<file path="config.mk">
export PLATFORM = sky130hd
export DESIGN_NAME = mdu_ctrl
export DESIGN_NICKNAME = d
export VERILOG_FILES = /design/src/sv/mdu_pkg.sv /design/src/sv/mdu_ctrl.sv
export SDC_FILE = /design/constraint.sdc
export NUM_CORES = 1
export LEC_CHECK = 0
export BUFFER_PORTS_ARGS = -buffer_cell sky130_fd_sc_hd__buf_2
export CAP_MARGIN = 0
export CORE_AREA = 2 2 39 41
export DETAILED_ROUTE_END_ITERATION = 8
export DIE_AREA = 0 0 41 43
export GPL_ROUTABILITY_DRIVEN = 0
export PLACE_DENSITY = 0.81
export SLEW_MARGIN = 30
export SYNTH_ARGS = -nofsm -noshare
export SYNTH_HDL_FRONTEND = slang
export SYNTH_SLANG_ARGS = --single-unit
</file>
<file path="constraint.sdc">
create_clock -name clk -period 3.5 [get_ports clk]
set_input_delay 0.525 -clock clk [delete_from_list [all_inputs] [get_ports clk]]
set_output_delay 0.525 -clock clk [all_outputs]
set_load 0.05 [all_outputs]
</file>
<file path="src/sv/mdu_pkg.sv">
// Shared types and constants for the modular division unit.
`default_nettype none
package mdu_pkg;
  localparam int unsigned WordW = 32;
  localparam logic [1:0] STATUS_OK = 2'd0;
  localparam logic [1:0] STATUS_ZERO_DEN = 2'd1;
  localparam logic [1:0] STATUS_NOT_INV = 2'd2;

  // Datapath operation selected by the controller.
  typedef enum logic [2:0] {
    OP_NONE,
    OP_LOAD,
    OP_RED_DEN,
    OP_RED_NUM,
    OP_EUCLID,
    OP_MUL,
    OP_RED_PROD
  } op_t;

  typedef struct packed {
    op_t  op;
    logic div_start;
  } cmd_t;

  typedef struct packed {
    logic div_busy;
    logic den_zero;
    logic mod_zero;
    logic nr_zero;
    logic r_is_one;
  } stat_t;
endpackage
`default_nettype wire

</file>
<file path="src/sv/mdu_ctrl.sv">
// Controller state machine sequencing reduction, Euclid and product steps.
`default_nettype none
module mdu_ctrl (
  input  wire logic           clk,
  input  wire logic           rst,
  input  wire logic           in_fire,
  input  wire logic           out_free,
  input  wire mdu_pkg::stat_t stat,
  output mdu_pkg::cmd_t       cmd,
  output logic                busy,
  output logic                done,
  output logic [1:0]          done_status
);
  import mdu_pkg::*;

  localparam logic [3:0] S_IDLE = 4'd0, S_CHECK = 4'd1, S_RDEN = 4'd2,
    S_EUC = 4'd3, S_EUCW = 4'd4, S_RNUM = 4'd5, S_MUL = 4'd6,
    S_RPROD = 4'd7, S_DONE = 4'd8, S_ERR = 4'd9, S_RDENW = 4'd10,
    S_RNUMW = 4'd11, S_RPRODW = 4'd12;

  logic [3:0] state, state_next;
  logic [1:0] err_code;

  // Next state and command decode.
  always_comb begin
    state_next = state;
    cmd.op = OP_NONE;
    cmd.div_start = 1'b0;
    unique case (state)
      S_IDLE:  if (in_fire) begin cmd.op = OP_LOAD; state_next = S_CHECK; end
      S_CHECK: begin
        if (stat.den_zero || stat.mod_zero) state_next = S_ERR;
        else state_next = S_RDEN;
      end
      S_RDEN:  begin cmd.op = OP_RED_DEN; cmd.div_start = 1'b1; state_next = S_RDENW; end
      S_RDENW: begin cmd.op = OP_RED_DEN; if (!stat.div_busy) state_next = S_EUC; end
      S_EUC: begin
        if (stat.nr_zero) begin
          state_next = stat.r_is_one ? S_RNUM : S_ERR;
        end else begin
          cmd.op = OP_EUCLID; cmd.div_start = 1'b1; state_next = S_EUCW;
        end
      end
      S_EUCW:  begin cmd.op = OP_EUCLID; if (!stat.div_busy) state_next = S_EUC; end
      S_RNUM:  begin cmd.op = OP_RED_NUM; cmd.div_start = 1'b1; state_next = S_RNUMW; end
      S_RNUMW: begin cmd.op = OP_RED_NUM; if (!stat.div_busy) state_next = S_MUL; end
      S_MUL:   begin cmd.op = OP_MUL; state_next = S_RPROD; end
      S_RPROD: begin cmd.op = OP_RED_PROD; cmd.div_start = 1'b1; state_next = S_RPRODW; end
      S_RPRODW: begin cmd.op = OP_RED_PROD; if (!stat.div_busy) state_next = S_DONE; end
      S_DONE, S_ERR: if (out_free) state_next = S_IDLE;
      default: state_next = S_IDLE;
    endcase
  end

  // State register and error code capture.
  always_ff @(posedge clk) begin
    if (rst) begin
      state <= S_IDLE;
    end else begin
      state <= state_next;
    end
    if (state == S_CHECK) begin
      err_code <= stat.den_zero ? STATUS_ZERO_DEN : STATUS_NOT_INV;
    end
  end

  assign busy = (state != S_IDLE);
  assign done = ((state == S_DONE) || (state == S_ERR)) && out_free;
  assign done_status = (state == S_DONE) ? STATUS_OK : err_code;
endmodule
`default_nettype wire

</file>
==> results.toml <==
[outcome]
outcome = "complete, no violations"

[place]
place_hpwl_um = 942
io_buffers = 16

[timing]
drv_slew = 0
tightest_slew_ps = 692
fin_crit_sh = 0.691
timing.final.crit_period_ps = 2420
fin_skew_ps = 6.32
finalSetupViolCount = 0
timing.fmax_mhz = 414
hold_viol = 0
slew_headroom = 0.538
rsz0062_at_grt = "false"
tns_ps = 0

[clock_tree]
cts_tree = "built"
cts-buffers-inserted = 3
htree_levels = 1
hold_buffers = 0
cts.sinks = 6
post_cts_buffers = 0
cts-root-buf = "clkbuf_4"
insertion_delay_ps = 260
path_clk_slew_ps = 60
clk_path_buf_depth = 2
cts-resized-gates = 0

[final_layout]
utilization = 0.486
diodes = 0
fin_nets = 98
syn_to_final_growth_pct = 14.0
drive_gt1_frac = 0.273

[pwr]
pwr-share-seq = 0.311
pwr-share-clk = 0.170
swShare = 0.508
p_comb_frac = 0.519
leakagePower_uw = 0.000280
powerDensity_nw_per_um2 = 662
intPower_uw = 219
vdd_drop_max_mv = 0.360
switchingPower_uw = 226

[synth]
avgSynthCellArea_sq_um = 7.75
syn_area_sq_um = 589
synth_edf_count = 2
synthFlopType = "dfxtp_1"
syn_nets = 85
ys_seq_area_frac = 0.238
netlist-cell-type-count = 36
yosysWarnings = 0
synthArstFlopShare = 0
synth_cells = 76
synth_seq_cells = 6

[routing]
firstDrtPassIters = 4
drcViolationCount = 0
num_vias = 612
top_layer_used = "met4"
wirelength_met1_um = 619
antenna_left = 0
met2_length_um = 667
post_drt_via_cell_ratio = 5.88
dr_wl_met3_um = 62
wl_per_cell_um = 13.3
wl_um = 1380
drtIter0Drc = 14

[setup_path]
critPathMaxStageDelay_ps = 700
cp_num_cells = 3
worst_path_max_delay_cell = "dfxtp_1"
worstPathCellList = "or3b_2 > o21a_1 > buf_2"
required_ps = 2970
crit_arrival_ps = 1890
reg2reg_depth = 4
worstSetupStartpoint = "state[3]"
critPathKind = "reg -> out"
crit_end = "done_status[0]"
rr_endpoint = "state[3]"
ff2ff_setup_slack_ps = 1700
cp_num_buf_inv = 1
worstSetupStartpointType = "register"
endpoint_kind = "output pin"
path_max_fanout = 20
crit_family = "flip-flops"
r2r-start = "state[0]"

[global_route]
grt_usage = 0.189
globalRouteOverflowTotal = 0
grt_pass1_wl_um = 2280
antenna_found_initial = 0
grt_max_degree = 24
grt_pass1_vias = 541

[die]
die_h_um = 43
die_w_um = 41
initial_core_util = 0.426
core_sq_um = 1380
die-area_sq_um = 1760
ios = 17
placementRows = 14

[hold_path]
hold_path_class = "in -> reg"

[flow_run]
cap_viol_max_count = 0
[per-layer routing]
| layer | track usage | vias to the layer above |
|---|---|---|
| met4 | 0.113 | 0 |
| li1 | - | 311 |
| met1 | 0.241 | 280 |
| met2 | 0.281 | 17 |
| met3 | 0.0314 | 4 |
| met5 | 0 | - |
[cells in the mapped netlist, drive strengths merged, types with 2 or more instances]
| master | instances | area share |
|---|---|---|
| dfxtp | 4 | 0.14 |
| a221oi | 2 | 0.040 |
| o21a | 2 | 0.025 |
| nor2b | 3 | 0.032 |
| edfxtp | 2 | 0.10 |
| nand2b | 2 | 0.021 |
| or3b | 2 | 0.030 |
| inv | 5 | 0.032 |
| nor3 | 4 | 0.034 |
| o32ai | 2 | 0.030 |
| nand4b | 2 | 0.030 |
| mux2i | 3 | 0.051 |
| nor4b | 2 | 0.030 |
| a21oi | 8 | 0.068 |
| clkbuf | 3 | 0.019 |
| o21ai | 4 | 0.034 |
| nand2 | 5 | 0.032 |
| nor2 | 4 | 0.025 |
| buf | 5 | 0.055 |
[per-stage QoR]
stage / total power (uW) / setup WS [ps] / hold WS [ps] / cell area [sq um] / instances
after floorplan: 334 / 954 / 524 / 589 / 76
after global placement: 364 / 1380 / 630 / 646 / 100
after detailed placement: 368 / 1360 / 684 / 646 / 100
after CTS: 444 / 1090 / 500 / 672 / 104
after global routing: 473 / 954 / 501 / 672 / 104
final: 445 / 1080 / 498 / 672 / 104
[power by group through the flow]
stage                     registers [uW]  logic, uW  clock network, uW
final                                138        231               75.6
after global routing                 144        247               82.4
after CTS                            138        231               75.5
after detailed placement             139        229                  0
after global placement               137        227                  0
after floorplan                     97.7        237                  0
[cell usage in the layout, fill, tap and decap left out, types with 3 or more instances in the layout]
master	count
a21oi_1	8
buf_2	16
clkbuf_4	3
dfxtp_1	4
inv_1	4
mux2i_1	3
nand2_1	5
nor2_1	4
nor2b_1	3
nor3_1	4
[worst min path at each step]
stage	startpoint	endpoint	cells after the start
finish	rst	state[2]	2
detailed placement	state[1]	state[1]	2
floorplan	state[2]	state[2]	2
global route	stat[3]	err_code[0]	1
CTS	rst	state[2]	2
global placement	state[1]	state[1]	2
[sequential cells by signal, summed over array words and instances (netlist names)]
| signal | cells |
|---|---|
| state | 4 |
| err_code | 2 |
[cells by family (layout without fill, tap and decap cells)]
group	after synthesis	after routing	share of synthesized area
multiplexers	3	3	0.0510
AO/OA/AOI/OAI	24	24	0.287
AND/OR/NAND/NOR	30	30	0.319
flip-flops	6	6	0.238
buffers and inverters	13	25	0.106
[area by class of cell]
type	instances	area, sq um
clock buffer	4	26.3
sequential	6	140
fill	156	712
tap	16	20.0
timing repair buffer	16	80.1
inverter	5	18.8
multi-input combinational	57	387
Note: power is estimated with default switching activity, not from simulation.
