## config.mk

```make
export PLATFORM = sky130hd
export DESIGN_NAME = mdu_datapath
export DESIGN_NICKNAME = d
export VERILOG_FILES = /design/src/sv/mdu_pkg.sv /design/src/sv/mdu_divider.sv /design/src/sv/mdu_datapath.sv
export SDC_FILE = /design/constraint.sdc
export NUM_CORES = 2
export LEC_CHECK = 0
export BUFFER_PORTS_ARGS = -buffer_cell sky130_fd_sc_hd__buf_2
export CORE_UTILIZATION = 50
export DETAILED_ROUTE_END_ITERATION = 10
export PLACE_DENSITY = 0.73
export SKIP_CTS_REPAIR_TIMING = 1
export SLEW_MARGIN = 15
export SYNTH_ARGS = -nofsm -noshare
export SYNTH_HDL_FRONTEND = slang
export SYNTH_SLANG_ARGS = --single-unit
```

## constraint.sdc

```tcl
create_clock -name clk -period 14.25 [get_ports clk]
set_clock_uncertainty 0.05 [all_clocks]
set_input_delay 0.7125 -clock clk [delete_from_list [all_inputs] [get_ports clk]]
set_output_delay 0.7125 -clock clk [all_outputs]
set_load 0.01 [all_outputs]
```

## src/sv/mdu_pkg.sv

```systemverilog
// Shared types and constants for the modular division unit.
`default_nettype none
package mdu_pkg;
  localparam int unsigned WordW = 32;
  localparam logic [1:0] STATUS_OK = 2'd0;
  localparam logic [1:0] STATUS_ZERO_DEN = 2'd1;
  localparam logic [1:0] STATUS_NOT_INV = 2'd2;

  // Datapath operation selected by the controller.
  typedef enum logic [2:0] {
    OP_NONE,
    OP_LOAD,
    OP_RED_DEN,
    OP_RED_NUM,
    OP_EUCLID,
    OP_MUL,
    OP_RED_PROD
  } op_t;

  typedef struct packed {
    op_t  op;
    logic div_start;
  } cmd_t;

  typedef struct packed {
    logic div_busy;
    logic den_zero;
    logic mod_zero;
    logic nr_zero;
    logic r_is_one;
  } stat_t;
endpackage
`default_nettype wire

```

## src/sv/mdu_divider.sv

```systemverilog
// Restoring divider: 64-bit dividend by 32-bit divisor, one quotient bit a cycle.
`default_nettype none
module mdu_divider (
  input  wire logic        clk,
  input  wire logic        rst,
  input  wire logic        start,
  input  wire logic [63:0] dividend,
  input  wire logic [31:0] divisor,
  output logic             busy,
  output logic [63:0]      quotient,
  output logic [31:0]      remainder
);
  logic [6:0]  count;
  logic [32:0] rem_trial;

  assign rem_trial = {remainder, quotient[63]} - {1'b0, divisor};

  // Shift one dividend bit into the partial remainder per cycle.
  always_ff @(posedge clk) begin
    if (rst) begin
      busy  <= 1'b0;
      count <= '0;
    end else if (start) begin
      busy      <= 1'b1;
      count     <= 7'd64;
      quotient  <= dividend;
      remainder <= '0;
    end else if (busy) begin
      if (!rem_trial[32] || remainder[31]) begin
        remainder <= rem_trial[31:0];
        quotient  <= {quotient[62:0], 1'b1};
      end else begin
        remainder <= {remainder[30:0], quotient[63]};
        quotient  <= {quotient[62:0], 1'b0};
      end
      count <= count - 7'd1;
      if (count == 7'd1) begin
        busy <= 1'b0;
      end
    end
  end
endmodule
`default_nettype wire

```

## src/sv/mdu_datapath.sv

```systemverilog
// Datapath: operand registers, Euclid state and the shared divider.
`default_nettype none
module mdu_datapath (
  input  wire logic          clk,
  input  wire logic          rst,
  input  wire mdu_pkg::cmd_t cmd,
  input  wire logic [63:0]   numerator,
  input  wire logic [63:0]   denominator,
  input  wire logic [31:0]   modulus,
  output mdu_pkg::stat_t     stat,
  output logic [31:0]        result
);
  import mdu_pkg::*;

  logic [63:0] num_mag;
  logic        num_neg;
  logic [63:0] den;
  logic [31:0] m;
  logic [31:0] r, nr;
  logic signed [33:0] t, nt;
  logic [31:0] n_res;
  logic [63:0] prod;
  logic [63:0] div_a;
  logic [31:0] div_b;
  logic        div_busy;
  logic [63:0] div_q;
  logic [31:0] div_r;
  logic signed [67:0] qt;
  logic signed [33:0] t_fix;

  // Divider operand selection follows the pending operation.
  always_comb begin
    div_b = m;
    unique case (cmd.op)
      OP_RED_DEN:  div_a = den;
      OP_RED_NUM:  div_a = num_mag;
      OP_RED_PROD: div_a = prod;
      OP_EUCLID: begin
        div_a = {32'd0, r};
        div_b = nr;
      end
      default:     div_a = den;
    endcase
  end

  mdu_divider u_div (
    .clk(clk), .rst(rst), .start(cmd.div_start), .dividend(div_a),
    .divisor(div_b), .busy(div_busy), .quotient(div_q), .remainder(div_r)
  );

  assign qt = $signed({2'b00, div_q[31:0]}) * nt;
  assign t_fix = (t < 0) ? t + $signed({2'b00, m}) : t;

  // Results are captured when the divider has finished.
  always_ff @(posedge clk) begin
    if (!div_busy && !cmd.div_start) begin
      unique case (cmd.op)
        OP_LOAD: begin
          num_neg <= numerator[63];
          num_mag <= numerator[63] ? 64'd0 - numerator : numerator;
          den     <= denominator;
          m       <= modulus;
        end
        OP_RED_DEN: begin
          r  <= m;
          nr <= div_r;
          t  <= '0;
          nt <= 34'sd1;
        end
        OP_RED_NUM: n_res <= (num_neg && div_r != 0) ? m - div_r : div_r;
        OP_EUCLID: begin
          t  <= nt;
          nt <= t - qt[33:0];
          r  <= nr;
          nr <= div_r;
        end
        OP_MUL:      prod <= n_res * t_fix[31:0];
        OP_RED_PROD: result <= div_r;
        default: ;
      endcase
    end
  end

  assign stat.div_busy = div_busy;
  assign stat.den_zero = (den == 64'd0);
  assign stat.mod_zero = (m == 32'd0);
  assign stat.nr_zero  = (nr == 32'd0);
  assign stat.r_is_one = (r == 32'd1);
endmodule
`default_nettype wire

```

==> out/results.txt <==
first-pass GRT wire length: 362,000 um
worst slew pin tran: 1.29 ns
clock sink total: 525
Setup Crit Path Kind: reg -> reg
# DRC: 10
routed via count: 57,700
CP Launch Type: flip-flop
Critical-path top delay cell: a311oi_1
Synth Cell Area: 0.0779 mm^2
area delta synth->final: 6.42%
XOR/XNOR share of the synthesized area: 3.26%
Core Area: 0.154 mm^2
clk buf depth: 3
hpwl dp: 177,000 um
run status: finished, violations left
async set or reset register ratio after synthesis: 0%
Simple-Gate Fraction of Synth Area: 15.6%
Unique masters post-synth: 70
Wirelength per Cell: 23.4 um
Worst-path clk slew: 0.07 ns
max-slew violation count: 0
I/O Buffers: 202
GRT Total Usage: 30.3%
crit path capture type: flip-flop
RSZ-0062 raised after global routing: no
largest net degree at the start of global routing: 89
DIE HEIGHT: 397 um
DRT iter0 DRCs: 5,480
CP peak stage delay: 0.83 ns
GRT Residual Overflow: 0
share of cells above drive strength 1: 5.89%
crit path time final: 12.18 ns
CP max FO: 32
R2R depth: 31
die area: 0.157 mm^2
Post-synth top flop: edfxtp_1
Cells after Synth: 7,908
top-count cell post-synth: inv_1
upper clock frequency limit: 82.1 MHz
setup TNS: 0 ns
number of global-route vias before repair: 62,200
fraction of the mapped netlist area in adder cells: 44.4%
Routed WL: 233,000 um
final setup violating endpoints: 0
flops & latches, synth: 525
site row count: 144
antenna-violating nets left: 0
Starting Density: 50.4%
most frequent cells after synthesis: inv_1 (1,480), fa_1 (1,400), nand2_1 (935), and2_1 (749), ha_1 (524)
CTS tree: built
Synth Net Count: 9,998
Hold Crit Class: in -> reg
compound-cell area share of the yosys netlist: 6.46%
CTS buffer count: 53
Yosys warnings: 0
WP data required: 14.58 ns
vias per inst: 5.79
routability cong.: 0.959
initial antenna violation count: 18
Layout Nets: 9,958
Synth area leaders: fa_1 (36%), edfxtp_1 (20%), ha_1 (8.4%)
worst hold stages: 1
CTS H-Tree Depth: 2
drt pass-1 iters: 11
failing checks: DRC
fin crit share: 85.5%
worst endpoint data arrival time: 12.51 ns
Synth area leader: fa_1
sequential area share after synthesis: 20.1%
top-area cell type share of the netlist area: 36.0%
final hold vios: 0
Mapped Avg Cell Area: 9.85 um^2
worst skew pair latency: 0.66 ns
EDFF count, synth: 517
overall die width: 397 um
critical path's most frequent cell: fa_1
main combinational cell family by area after synthesis: adder cells
buffer type at the clock tree root: clkbuf_16
max_cap viols: 0
Ports: 203
mux cell area share after synthesis: 1.09%
relative slew slack: 14.3%
## cell families after synthesis
family / Yosys count
xor gates and xnor gates: 290
muxes: 83
buffers and inverters: 1882
AOI/OAI and AO/OA: 791
adders and majority gates: 1924
and+or+nand+nor: 2413
DFF: 525
## worst max-delay path, delay by kind of cell, from the launching register on
| kind | cells | cell delay (ns) |
|---|---|---|
| multiplexers | 1 | 0.75 |
| AND/OR/NAND/NOR | 5 | 1.23 |
| AO/OA/AOI/OAI | 11 | 4.28 |
| XOR/XNOR | 2 | 0.32 |
| buffers and inverters | 2 | 0.10 |
| flip-flops | 1 | 0.48 |
| adder cells (fa/ha/maj) | 10 | 4.68 |
## final timing paths
path | start | to | slack, ns
worst max-delay path | m[2]$_DFFE_PP_ | prod[61]$_DFFE_PP_ | 2.07
worst min-delay path | denominator[33] | den[33]$_DFFE_PP_ | 0.19
worst max register to register | m[2]$_DFFE_PP_ | prod[61]$_DFFE_PP_ | 2.07
worst min register to register | u_div.count[5]$_SDFFE_PP0P_ | u_div.count[5]$_SDFFE_PP0P_ | 0.50
## through the flow
stage / utilization [%] / instances / setup slack (ns) / area, um^2 / hold slack (ns)
5_1_grt: 53.7 / 9956 / 1.58 / 82900 / 0.167
3_5_place_dp: 52.4 / 9855 / 2.27 / 80900 / 0.484
3_3_place_gp: 52.4 / 9854 / 2.56 / 80900 / 0.432
2_1_floorplan: - / 7908 / 4.67 / 77900 / 0.419
6_report: 53.7 / 9959 / 2.07 / 82900 / 0.188
4_1_cts: 53.6 / 9954 / 2.19 / 82800 / 0.167
## layer usage
metal  vias to the layer above  routed length [um]  global-route usage [%]
met1                     29500               86600                    38.3
li1                      24600                   -                       -
met5                         -                  95                       0
met2                      2956              111000                    50.4
met3                       699               22000                    5.54
met4                        14               13000                    14.4
## placed cells by master (no fill, tap or decap), drive strengths merged, types with 52 or more instances in the layout
cell type / Yosys / routed
inv: 1480 / 1483
fa: 1400 / 1400
nand2: 935 / 935
and2: 749 / 749
ha: 524 / 524
edfxtp: 517 / 517
buf: 17 / 307
nor2: 242 / 242
a21oi: 226 / 226
xnor2: 218 / 218
o21ai: 161 / 161
nor2b: 145 / 145
a21o: 73 / 73
xor2: 72 / 72
mux2i: 68 / 68
a31oi: 63 / 63
nand2b: 62 / 62
clkbuf: 385 / 61
nor4: 56 / 56
and3: 52 / 52
## state kept, by name, indices dropped and copies added (netlist names), 7 cells and up
signal,flops
den,64
r,32
num_mag,64
prod,64
u_div.remainder,32
nr,32
nt,34
n_res,32
result,32
m,32
u_div.count,7
u_div.quotient,64
t,34
## final cells by class
cell class                 instances  area [um^2]
inverter                        1480         5560
tap                             2044         2560
sequential                       525        15700
clock inverter                    38          464
fill                           13500        71500
timing repair buffer             307         1840
antenna                            3         7.51
clock buffer                      61         1430
multi-input combinational       5501        55300
Power is left out: the tool's default activity adds up to more than one toggle a clock period on the data nets, which glitch-free logic cannot reach.
